==> config.mk <==
export PLATFORM = sky130hd
export DESIGN_NAME = clock_frame_replacement_unit_flat
export DESIGN_NICKNAME = d
export VERILOG_FILES = /design/src/cfr_pkg.sv /design/src/cfr_if.sv /design/src/cfr_front.sv /design/src/cfr_queue.sv /design/src/cfr_back.sv /design/src/clock_frame_replacement_unit.sv /design/src/flat_wrapper.sv
export SDC_FILE = /design/constraint.sdc
export NUM_CORES = 2
export LEC_CHECK = 0
export ABC_AREA = 1
export BUFFER_PORTS_ARGS = -buffer_cell sky130_fd_sc_hd__buf_4
export CORE_ASPECT_RATIO = 2
export CORE_MARGIN = 2
export CORE_UTILIZATION = 30
export CTS_CLUSTER_SIZE = 28
export DETAILED_ROUTE_END_ITERATION = 10
export SKIP_LAST_GASP = 1
export SYNTH_ARGS = -nofsm -noshare
export SYNTH_HDL_FRONTEND = slang
export SYNTH_SLANG_ARGS = --single-unit
==> constraint.sdc <==
create_clock -name clk -period 5.23 [get_ports clk]
set_input_delay 0 -clock clk [delete_from_list [all_inputs] [get_ports clk]]
set_output_delay 0 -clock clk [all_outputs]
set_load 0.005 [all_outputs]
==> src/cfr_pkg.sv <==
`timescale 1ns / 1ps
package cfr_pkg;

  localparam int FRAMES     = 64;
  localparam int SLOT_BITS  = $clog2(FRAMES);
  localparam int PAGE_BITS  = 20;
  localparam int OWNER_BITS = 8;

  localparam logic [SLOT_BITS-1:0] SLOT_LAST = SLOT_BITS'(FRAMES - 1);

  localparam int Q_DEPTH    = 2;
  localparam int Q_PTR_BITS = $clog2(Q_DEPTH);
  localparam int Q_CNT_BITS = $clog2(Q_DEPTH + 1);

  typedef enum logic [1:0] {
    KIND_ADD    = 2'd0,
    KIND_FREE   = 2'd1,
    KIND_EVICT  = 2'd2,
    KIND_ACCESS = 2'd3
  } kind_t;

  typedef enum logic [1:0] {
    ST_OK        = 2'd0,
    ST_FULL      = 2'd1,
    ST_NOT_FOUND = 2'd2,
    ST_EMPTY     = 2'd3
  } status_t;

  typedef enum logic {
    BK_IDLE,
    BK_RUN
  } back_state_t;

  typedef struct packed {
    kind_t                 kind;
    logic [PAGE_BITS-1:0]  frame_page;
    logic [PAGE_BITS-1:0]  user_page;
    logic [OWNER_BITS-1:0] owner;
    logic                  is_write;
  } cmd_t;

  typedef struct packed {
    logic [PAGE_BITS-1:0]  frame;
    logic [PAGE_BITS-1:0]  user;
    logic [OWNER_BITS-1:0] owner;
  } entry_t;

endpackage

==> src/cfr_if.sv <==
`timescale 1ns / 1ps
interface cfr_req_if;
  import cfr_pkg::*;
  logic                  valid;
  logic                  ready;
  logic [1:0]            kind;
  logic [PAGE_BITS-1:0]  frame_page;
  logic [PAGE_BITS-1:0]  user_page;
  logic [OWNER_BITS-1:0] owner;
  logic                  is_write;

  modport source (output valid, kind, frame_page, user_page, owner, is_write, input ready);
  modport sink   (input valid, kind, frame_page, user_page, owner, is_write, output ready);
endinterface

interface cfr_rsp_if;
  import cfr_pkg::*;
  logic                  valid;
  logic                  ready;
  logic [1:0]            status;
  logic [SLOT_BITS-1:0]  slot;
  logic [PAGE_BITS-1:0]  victim_frame_page;
  logic [PAGE_BITS-1:0]  victim_user_page;
  logic [OWNER_BITS-1:0] victim_owner;
  logic                  victim_dirty;

  modport source (output valid, status, slot, victim_frame_page, victim_user_page,
                  victim_owner, victim_dirty, input ready);
  modport sink   (input valid, status, slot, victim_frame_page, victim_user_page,
                  victim_owner, victim_dirty, output ready);
endinterface

==> src/cfr_front.sv <==
`timescale 1ns / 1ps
module cfr_front (
  input  logic          clk,
  input  logic          rst,
  cfr_req_if.sink       req,
  output logic          push,
  output cfr_pkg::cmd_t push_cmd,
  input  logic          q_full
);
  import cfr_pkg::*;

  logic hold_valid;
  logic hold_valid_next;
  cmd_t hold;
  cmd_t cls;
  logic req_fire;

  // Classify: keep the frame page, and only the other fields that the operation uses.
  always_comb begin
    cls            = '0;
    cls.kind       = kind_t'(req.kind);
    cls.frame_page = req.frame_page;
    if (kind_t'(req.kind) == KIND_ADD) begin
      cls.user_page = req.user_page;
      cls.owner     = req.owner;
    end
    if (kind_t'(req.kind) == KIND_ACCESS) begin
      cls.is_write = req.is_write;
    end
  end

  assign req.ready = !hold_valid || !q_full;
  assign req_fire  = req.valid && req.ready;
  assign push      = hold_valid && !q_full;
  assign push_cmd  = hold;

  always_comb begin
    hold_valid_next = hold_valid;
    if (req_fire) begin
      hold_valid_next = 1'b1;
    end else if (push) begin
      hold_valid_next = 1'b0;
    end
  end

  always_ff @(posedge clk) begin
    if (rst) begin
      hold_valid <= 1'b0;
    end else begin
      hold_valid <= hold_valid_next;
    end
    if (req_fire) begin
      hold <= cls;
    end
  end

endmodule

==> src/cfr_queue.sv <==
`timescale 1ns / 1ps
module cfr_queue (
  input  logic          clk,
  input  logic          rst,
  input  logic          push,
  input  cfr_pkg::cmd_t push_cmd,
  output logic          full,
  input  logic          pop,
  output logic          q_valid,
  output cfr_pkg::cmd_t q_cmd
);
  import cfr_pkg::*;

  cmd_t                  entries [Q_DEPTH];
  logic [Q_PTR_BITS-1:0] wr_ptr;
  logic [Q_PTR_BITS-1:0] rd_ptr;
  logic [Q_CNT_BITS-1:0] count;
  logic                  do_pop;

  assign full    = (count == Q_CNT_BITS'(Q_DEPTH));
  assign q_valid = (count != '0);
  assign q_cmd   = entries[rd_ptr];
  assign do_pop  = pop && q_valid;

  always_ff @(posedge clk) begin
    if (rst) begin
      wr_ptr <= '0;
      rd_ptr <= '0;
      count  <= '0;
    end else begin
      if (push) begin
        wr_ptr <= (wr_ptr == Q_PTR_BITS'(Q_DEPTH - 1)) ? '0 : wr_ptr + 1'b1;
      end
      if (do_pop) begin
        rd_ptr <= (rd_ptr == Q_PTR_BITS'(Q_DEPTH - 1)) ? '0 : rd_ptr + 1'b1;
      end
      if (push && !do_pop) begin
        count <= count + 1'b1;
      end else if (do_pop && !push) begin
        count <= count - 1'b1;
      end
    end
    if (push) begin
      entries[wr_ptr] <= push_cmd;
    end
  end

endmodule

==> src/cfr_back.sv <==
`timescale 1ns / 1ps
module cfr_back (
  input  logic          clk,
  input  logic          rst,
  input  logic          q_valid,
  input  cfr_pkg::cmd_t q_cmd,
  output logic          pop,
  cfr_rsp_if.source     rsp
);
  import cfr_pkg::*;

  back_state_t           state, state_next;
  cmd_t                  cmd, cmd_next;
  logic [SLOT_BITS-1:0]  idx, idx_next;
  logic [SLOT_BITS-1:0]  hand, hand_next;
  logic                  hand_started, hand_started_next;
  logic [FRAMES-1:0]     valid_bits, valid_bits_next;
  logic [FRAMES-1:0]     acc_bits, acc_bits_next;
  logic [FRAMES-1:0]     dirty_bits, dirty_bits_next;

  entry_t                mem [FRAMES];
  entry_t                rd_data;
  logic                  mem_we;

  logic                  res_valid, res_valid_next;
  status_t               res_status, res_status_next;
  logic [SLOT_BITS-1:0]  res_slot, res_slot_next;
  entry_t                res_victim, res_victim_next;
  logic                  res_dirty, res_dirty_next;

  logic                  out_free;
  logic                  hit;
  logic [SLOT_BITS-1:0]  idx_inc;
  logic [SLOT_BITS-1:0]  hand_inc;

  assign out_free = !res_valid || rsp.ready;
  assign hit      = valid_bits[idx] && (rd_data.frame == cmd.frame_page);
  assign idx_inc  = (idx == SLOT_LAST) ? '0 : idx + 1'b1;
  assign hand_inc = (hand == SLOT_LAST) ? '0 : hand + 1'b1;

  assign rsp.valid             = res_valid;
  assign rsp.status            = res_status;
  assign rsp.slot              = res_slot;
  assign rsp.victim_frame_page = res_victim.frame;
  assign rsp.victim_user_page  = res_victim.user;
  assign rsp.victim_owner      = res_victim.owner;
  assign rsp.victim_dirty      = res_dirty;

  always_comb begin
    state_next        = state;
    cmd_next          = cmd;
    idx_next          = idx;
    hand_next         = hand;
    hand_started_next = hand_started;
    valid_bits_next   = valid_bits;
    acc_bits_next     = acc_bits;
    dirty_bits_next   = dirty_bits;
    mem_we            = 1'b0;
    pop               = 1'b0;
    res_valid_next    = res_valid && !rsp.ready;
    res_status_next   = res_status;
    res_slot_next     = res_slot;
    res_victim_next   = res_victim;
    res_dirty_next    = res_dirty;
    case (state)
      BK_IDLE: begin
        if (q_valid) begin
          pop        = 1'b1;
          cmd_next   = q_cmd;
          state_next = BK_RUN;
          idx_next   = (q_cmd.kind == KIND_EVICT && hand_started) ? hand_inc : '0;
        end
      end
      BK_RUN: begin
        if (out_free) begin
          res_victim_next = '0;
          res_dirty_next  = 1'b0;
          res_slot_next   = '0;
          case (cmd.kind)
            KIND_ADD: begin
              if (!valid_bits[idx]) begin
                valid_bits_next[idx] = 1'b1;
                acc_bits_next[idx]   = 1'b0;
                dirty_bits_next[idx] = 1'b0;
                mem_we               = 1'b1;
                res_status_next      = ST_OK;
                res_slot_next        = idx;
                res_valid_next       = 1'b1;
                state_next           = BK_IDLE;
              end else if (idx == SLOT_LAST) begin
                res_status_next = ST_FULL;
                res_valid_next  = 1'b1;
                state_next      = BK_IDLE;
              end else begin
                idx_next = idx_inc;
              end
            end
            KIND_FREE, KIND_ACCESS: begin
              if (hit) begin
                if (cmd.kind == KIND_FREE) begin
                  valid_bits_next[idx] = 1'b0;
                  acc_bits_next[idx]   = 1'b0;
                  dirty_bits_next[idx] = 1'b0;
                end else begin
                  acc_bits_next[idx]   = 1'b1;
                  dirty_bits_next[idx] = dirty_bits[idx] | cmd.is_write;
                end
                res_status_next = ST_OK;
                res_slot_next   = idx;
                res_valid_next  = 1'b1;
                state_next      = BK_IDLE;
              end else if (idx == SLOT_LAST) begin
                res_status_next = ST_NOT_FOUND;
                res_valid_next  = 1'b1;
                state_next      = BK_IDLE;
              end else begin
                idx_next = idx_inc;
              end
            end
            KIND_EVICT: begin
              if (valid_bits == '0) begin
                res_status_next = ST_EMPTY;
                res_valid_next  = 1'b1;
                state_next      = BK_IDLE;
              end else if (valid_bits[idx] && !acc_bits[idx]) begin
                valid_bits_next[idx] = 1'b0;
                acc_bits_next[idx]   = 1'b0;
                dirty_bits_next[idx] = 1'b0;
                hand_next            = idx;
                hand_started_next    = 1'b1;
                res_status_next      = ST_OK;
                res_slot_next        = idx;
                res_victim_next      = rd_data;
                res_dirty_next       = dirty_bits[idx];
                res_valid_next       = 1'b1;
                state_next           = BK_IDLE;
              end else begin
                // Second chance: drop the accessed bit and move on.
                if (valid_bits[idx]) begin
                  acc_bits_next[idx] = 1'b0;
                end
                idx_next = idx_inc;
              end
            end
            default: begin
              state_next = BK_IDLE;
            end
          endcase
        end
      end
      default: begin
        state_next = BK_IDLE;
      end
    endcase
  end

  always_ff @(posedge clk) begin
    if (rst) begin
      state <= BK_IDLE;
    end else begin
      state <= state_next;
    end
  end

  always_ff @(posedge clk) begin
    if (rst) begin
      hand_started <= 1'b0;
      hand         <= '0;
      valid_bits   <= '0;
      acc_bits     <= '0;
      dirty_bits   <= '0;
      res_valid    <= 1'b0;
    end else begin
      hand_started <= hand_started_next;
      hand         <= hand_next;
      valid_bits   <= valid_bits_next;
      acc_bits     <= acc_bits_next;
      dirty_bits   <= dirty_bits_next;
      res_valid    <= res_valid_next;
    end
    cmd        <= cmd_next;
    idx        <= idx_next;
    res_status <= res_status_next;
    res_slot   <= res_slot_next;
    res_victim <= res_victim_next;
    res_dirty  <= res_dirty_next;
  end

  // Read at the next scan index so that the entry under idx is ready in the cycle it is used.
  always_ff @(posedge clk) begin
    if (mem_we) begin
      mem[idx] <= '{frame: cmd.frame_page, user: cmd.user_page, owner: cmd.owner};
    end
    rd_data <= mem[idx_next];
  end

endmodule

==> src/clock_frame_replacement_unit.sv <==
`timescale 1ns / 1ps
// Path: a request transfer goes into the front holding register, then the queue, then the
// back's command register; the scan walks slots from its start and stops at the first that
// ends it, and an evict passes the table at most twice. The single scan sequencer takes a new
// command only once the last scan is done, and an untaken result stalls the scan.
// Reset: synchronous, clears valid, accessed and dirty bits, hand and queues at once;
// the frame/user/owner memory is not cleared and no clearing pass runs.
module clock_frame_replacement_unit (
  input  logic      clk,
  input  logic      rst,
  cfr_req_if.sink   req,
  cfr_rsp_if.source rsp
);
  import cfr_pkg::*;

  // Front to queue
  logic push;
  cmd_t push_cmd;
  logic q_full;

  // Queue to back
  logic q_valid;
  cmd_t q_cmd;
  logic pop;

  // Front: take each request transfer into a holding register, tidy unused fields,
  // and hand it to the queue as soon as there is room.
  cfr_front u_front (
    .clk      (clk),
    .rst      (rst),
    .req      (req),
    .push     (push),
    .push_cmd (push_cmd),
    .q_full   (q_full)
  );

  // Short command queue: lets the front keep taking requests while the back scans.
  cfr_queue u_queue (
    .clk      (clk),
    .rst      (rst),
    .push     (push),
    .push_cmd (push_cmd),
    .full     (q_full),
    .pop      (pop),
    .q_valid  (q_valid),
    .q_cmd    (q_cmd)
  );

  // Back: owns the frame table and the clock hand. Each command walks the table one
  // slot a cycle while the output register is free:
  //   add    - stop at the lowest invalid slot and write it, else report full
  //   free   - stop at the lowest valid slot whose frame page matches and release it
  //   access - same search, set accessed and, on a write, dirty
  //   evict  - start one past the last victim (slot 0 the first time), clear accessed
  //            bits it meets, stop at the first valid unaccessed slot, else report empty
  // The result goes into an output register, so the next command can start while it
  // waits for transfer.
  cfr_back u_back (
    .clk     (clk),
    .rst     (rst),
    .q_valid (q_valid),
    .q_cmd   (q_cmd),
    .pop     (pop),
    .rsp     (rsp)
  );

endmodule
==> src/flat_wrapper.sv <==
// flat-port wrapper written by rule: the top's interface ports become plain ports
module clock_frame_replacement_unit_flat import cfr_pkg::*;
  (clk, rst, req_valid, req_kind, req_frame_page, req_user_page, req_owner, req_is_write, req_ready, rsp_valid, rsp_status, rsp_slot, rsp_victim_frame_page, rsp_victim_user_page, rsp_victim_owner, rsp_victim_dirty, rsp_ready);
  cfr_req_if req_i ();
  cfr_rsp_if rsp_i ();
  input  logic clk;
  input  logic rst;
  input wire logic [$bits(req_i.valid)-1:0] req_valid;
  input wire logic [$bits(req_i.kind)-1:0] req_kind;
  input wire logic [$bits(req_i.frame_page)-1:0] req_frame_page;
  input wire logic [$bits(req_i.user_page)-1:0] req_user_page;
  input wire logic [$bits(req_i.owner)-1:0] req_owner;
  input wire logic [$bits(req_i.is_write)-1:0] req_is_write;
  output wire logic [$bits(req_i.ready)-1:0] req_ready;
  output wire logic [$bits(rsp_i.valid)-1:0] rsp_valid;
  output wire logic [$bits(rsp_i.status)-1:0] rsp_status;
  output wire logic [$bits(rsp_i.slot)-1:0] rsp_slot;
  output wire logic [$bits(rsp_i.victim_frame_page)-1:0] rsp_victim_frame_page;
  output wire logic [$bits(rsp_i.victim_user_page)-1:0] rsp_victim_user_page;
  output wire logic [$bits(rsp_i.victim_owner)-1:0] rsp_victim_owner;
  output wire logic [$bits(rsp_i.victim_dirty)-1:0] rsp_victim_dirty;
  input wire logic [$bits(rsp_i.ready)-1:0] rsp_ready;
  assign req_i.valid = req_valid;
  assign req_i.kind = req_kind;
  assign req_i.frame_page = req_frame_page;
  assign req_i.user_page = req_user_page;
  assign req_i.owner = req_owner;
  assign req_i.is_write = req_is_write;
  assign req_ready = req_i.ready;
  assign rsp_valid = rsp_i.valid;
  assign rsp_status = rsp_i.status;
  assign rsp_slot = rsp_i.slot;
  assign rsp_victim_frame_page = rsp_i.victim_frame_page;
  assign rsp_victim_user_page = rsp_i.victim_user_page;
  assign rsp_victim_owner = rsp_i.victim_owner;
  assign rsp_victim_dirty = rsp_i.victim_dirty;
  assign rsp_i.ready = rsp_ready;
  clock_frame_replacement_unit u_core (.clk(clk), .rst(rst), .req(req_i), .rsp(rsp_i));
endmodule
==> impl_metrics.tcl <==
set metrics [dict create \
    area_growth_pct 16.6 \
    finalSetupTns_ps 0 \
    pin_count 114 \
    holdWs_ps 145 \
    viasPerCell 5.12 \
    wl_per_cell_um 25.2 \
    io_buffers 113 \
    clk_path_buf_depth 4 \
    die_width_um 509 \
    fillers 50000 \
    vdd_ir_drop_max_v 0.000498 \
    p_leak_nw 66.8 \
    grt_usage_pct 20.2 \
    die-area_mm2 0.516 \
    slew_headroom_pct 18.7 \
    htree_num_levels 5 \
    synth_enable_flop_cells 3333 \
    cp-start-kind "flop" \
    multiInputGateArea_mm2 0.0394 \
    setup.worst_path.class "reg -> reg" \
    required_ps 6030 \
    fin_nets 14400 \
    yosysWarningCount 0 \
    post-cts-setup-buffers 0 \
    remaining_drc_errors 0 \
    rows 370 \
    synth_ff_type "edfxtp_1" \
    hold_violations 0 \
    arrival_ps 5970 \
    mappedNetlistNets 14100 \
    yosysTopAreaCell "edfxtp_1" \
    clock-sinks 3594 \
    cts_root_buf "clkbuf_16" \
    core_mm2 0.507 \
    overflow 0 \
    antenna_found_initial 12 \
    slew_viol_final 0 \
    synth_seq_cells 3594 \
    status "finished clean" \
    cts_tree "built" \
    grt_pass1_wl_um 756000 \
    path_clk_slew_ps 70 \
    synth_cell_type_count 46 \
    drive_above_1_share_pct 9.86 \
    drt_iter0_drc 11400 \
    netlist_instances 14000 \
    fin_crit_sh_pct 98.8 \
    grt_max_degree 95 \
    start_util_pct 30.1 \
    drt_first_pass_iters 9 \
    maxCapViolCount 0 \
    synth_area_per_cell_um2 10.9 \
    wirelength_um 538000 \
    ys_seq_area_share_pct 68.9 \
    crit_path_end_kind "flop" \
    hp-class "in -> reg" \
    tightest_slew_ps 1220 \
    cts_buffers 299 \
    rsz0062_at_grt "no" \
    dp_cells 20600 \
    register_area_mm2 0.105 \
    synth_area_leaders "edfxtp_1, nand2_1, nand3_1, dfxtp_1, nand3b_1" \
    power_density_mw_per_mm2 657 \
    num_vias 109000 \
    fin_crit_ps 5170 \
    grt_pass1_vias 105000 \
    yosysMostFrequentCell "nand2_1" \
    skew_ps 72.9 \
    max_freq_ghz 0.193 \
    syn-cell-area_mm2 0.153 \
    die_height_um 1010 \
    ys_async_sr_fraction_pct 0 \
    antenna_left 0 \
    finalNonFillerCells 21300 \
    setup_viol 0 \
    synthTopCellsByCount "nand2_1, edfxtp_1, nand3_1, inv_1, nand3b_1" \
    insertion_delay_ps 980 \
    gp_congestion 0.934 \
    hpwlAfterDp_um 312000 \
    yosysTopAreaCellShare_pct 65.5 \
    crit_path_max_fanout 44 \
]
==> stage by stage <==
| stage | utilization [%] | cell area, um2 | total power [mW] | setup slack, ps |
|---|---|---|---|---|
| CTS | 35.1 | 178000 | 117 | 18.6 |
| global placement | 32.9 | 167000 | 93.4 | 1.82 |
| global route | 35.1 | 178000 | 123 | 70.2 |
| finish | 35.1 | 178000 | 117 | 61.0 |
| floorplan | - | 153000 | 68.9 | -503 |
| detailed placement | 32.9 | 167000 | 93.6 | 54.5 |
==> metal layers <==
metal | GRT usage, % | share of wire [%] | vias to the layer above
li1 | - | - | 48600
met1 | 21.5 | 34 | 53700
met2 | 35.9 | 50 | 5285
met3 | 2.84 | 7.3 | 1619
met4 | 15.4 | 8.7 | 8
met5 | 0 | 0.011 | -
==> critical path: stages (launching register included) <==
cell	delay [ps]
edfxtp_1	550
xnor2_4	540
nand2_1	130
nor3_1	520
nand3_1	150
nor2_1	150
buf_4	130
nand2_1	50
nand2_2	120
nand2_1	90
nand2_1	70
nand3_1	170
nand2_8	240
nand2_8	170
inv_8	340
buf_12	280
nand2_1	90
nand2_1	70
nand2_1	60
nand3_1	80
nand3_1	60
nand3_1	140
nand3_1	280
nand2_1	430
==> area by class of cell <==
type	count	area share (%)
inverters	1218	2.59
diodes	40	0.0562
repair buffers	933	5.86
multi-input cells	8310	22.1
flip-flops and latches	3594	59.1
clock buffers	373	4.54
well taps	6696	4.70
clock inverters	166	1.06
==> path summary, 6_finish.rpt <==
check	from	end	slack, ps	cells past startpoint
worst max-delay path	u_core.u_back.cmd[36]$_DFFE_PP_	u_core.u_back.rd_data[44]$_DFF_P_	60	23
worst min-delay path	rsp_ready	u_core.u_back.state$_SDFF_PP0_	150	5
worst max register to register	u_core.u_back.cmd[36]$_DFFE_PP_	u_core.u_back.rd_data[44]$_DFF_P_	60	23
worst min register to register	u_core.u_front.push_cmd[14]$_SDFFCE_PP0P_	u_core.u_queue.entries[1][14]$_DFFE_PP_	440	0
==> where the power goes <==
group	total [mW]	internal [mW]	switching (mW)
sequential	36.6	35.5	1.06
combinational	56.8	17.8	39.1
clock	23.7	12.8	10.9
==> cells in the final DEF, fill, tap and decap left out, types with 33 or more instances in the layout <==
| master | instances |
|---|---|
| a211oi_1 | 84 |
| a21oi_1 | 117 |
| buf_12 | 253 |
| buf_4 | 574 |
| bufinv_16 | 35 |
| clkbuf_1 | 52 |
| clkbuf_16 | 309 |
| clkinv_1 | 47 |
| clkinv_2 | 47 |
| dfxtp_1 | 259 |
| diode_2 | 40 |
| dlygate4sd3_1 | 106 |
| edfxtp_1 | 3333 |
| inv_1 | 1192 |
| mux2_2 | 49 |
| nand2_1 | 3940 |
| nand3_1 | 2668 |
| nand3b_1 | 624 |
| nor2_1 | 331 |
| nor2_4 | 72 |
| o21ai_0 | 211 |
| o22ai_1 | 33 |
| o31ai_1 | 62 |
==> registers in the layout (all words and copies together) (netlist names), 2 cells and up, named ones only <==
register and cells:
u_core.u_back.rd_data 48, u_core.u_queue.entries 102, u_core.u_back.hand 6, u_core.u_front.push_cmd 51
u_core.u_queue.count 2, u_core.u_back.cmd 51, u_core.u_back.mem 3072, u_core.u_back.rsp.victim_user_page 20
u_core.u_back.idx 6, u_core.u_back.rsp.victim_frame_page 20, u_core.u_back.rsp.victim_owner 8, u_core.u_back.rsp.slot 6
u_core.u_back.dirty_bits 64, u_core.u_back.rsp.status 2
==> kinds of logic (layout without fill, tap and decap cells) <==
logic type	after synthesis	count (layout)	synth area share, %
buf+inv	2128	2690	5.75
other cells	0	40	0
mux	49	49	0.361
xor+xnor	18	18	0.103
fa+ha+maj	4	4	0.0327
flops	3594	3594	68.9
simple gates	7689	7689	22.7
compound gates	550	550	2.15
==> repair_timing <==
item / in CTS / in global routing
endpoints found under the setup margin: 0 / 2
hold endpoints to repair: 186 / 0
hold buffers: 106 / 0
gates resized for setup: 0 / 1
Note: power is estimated with default switching activity, not from simulation.
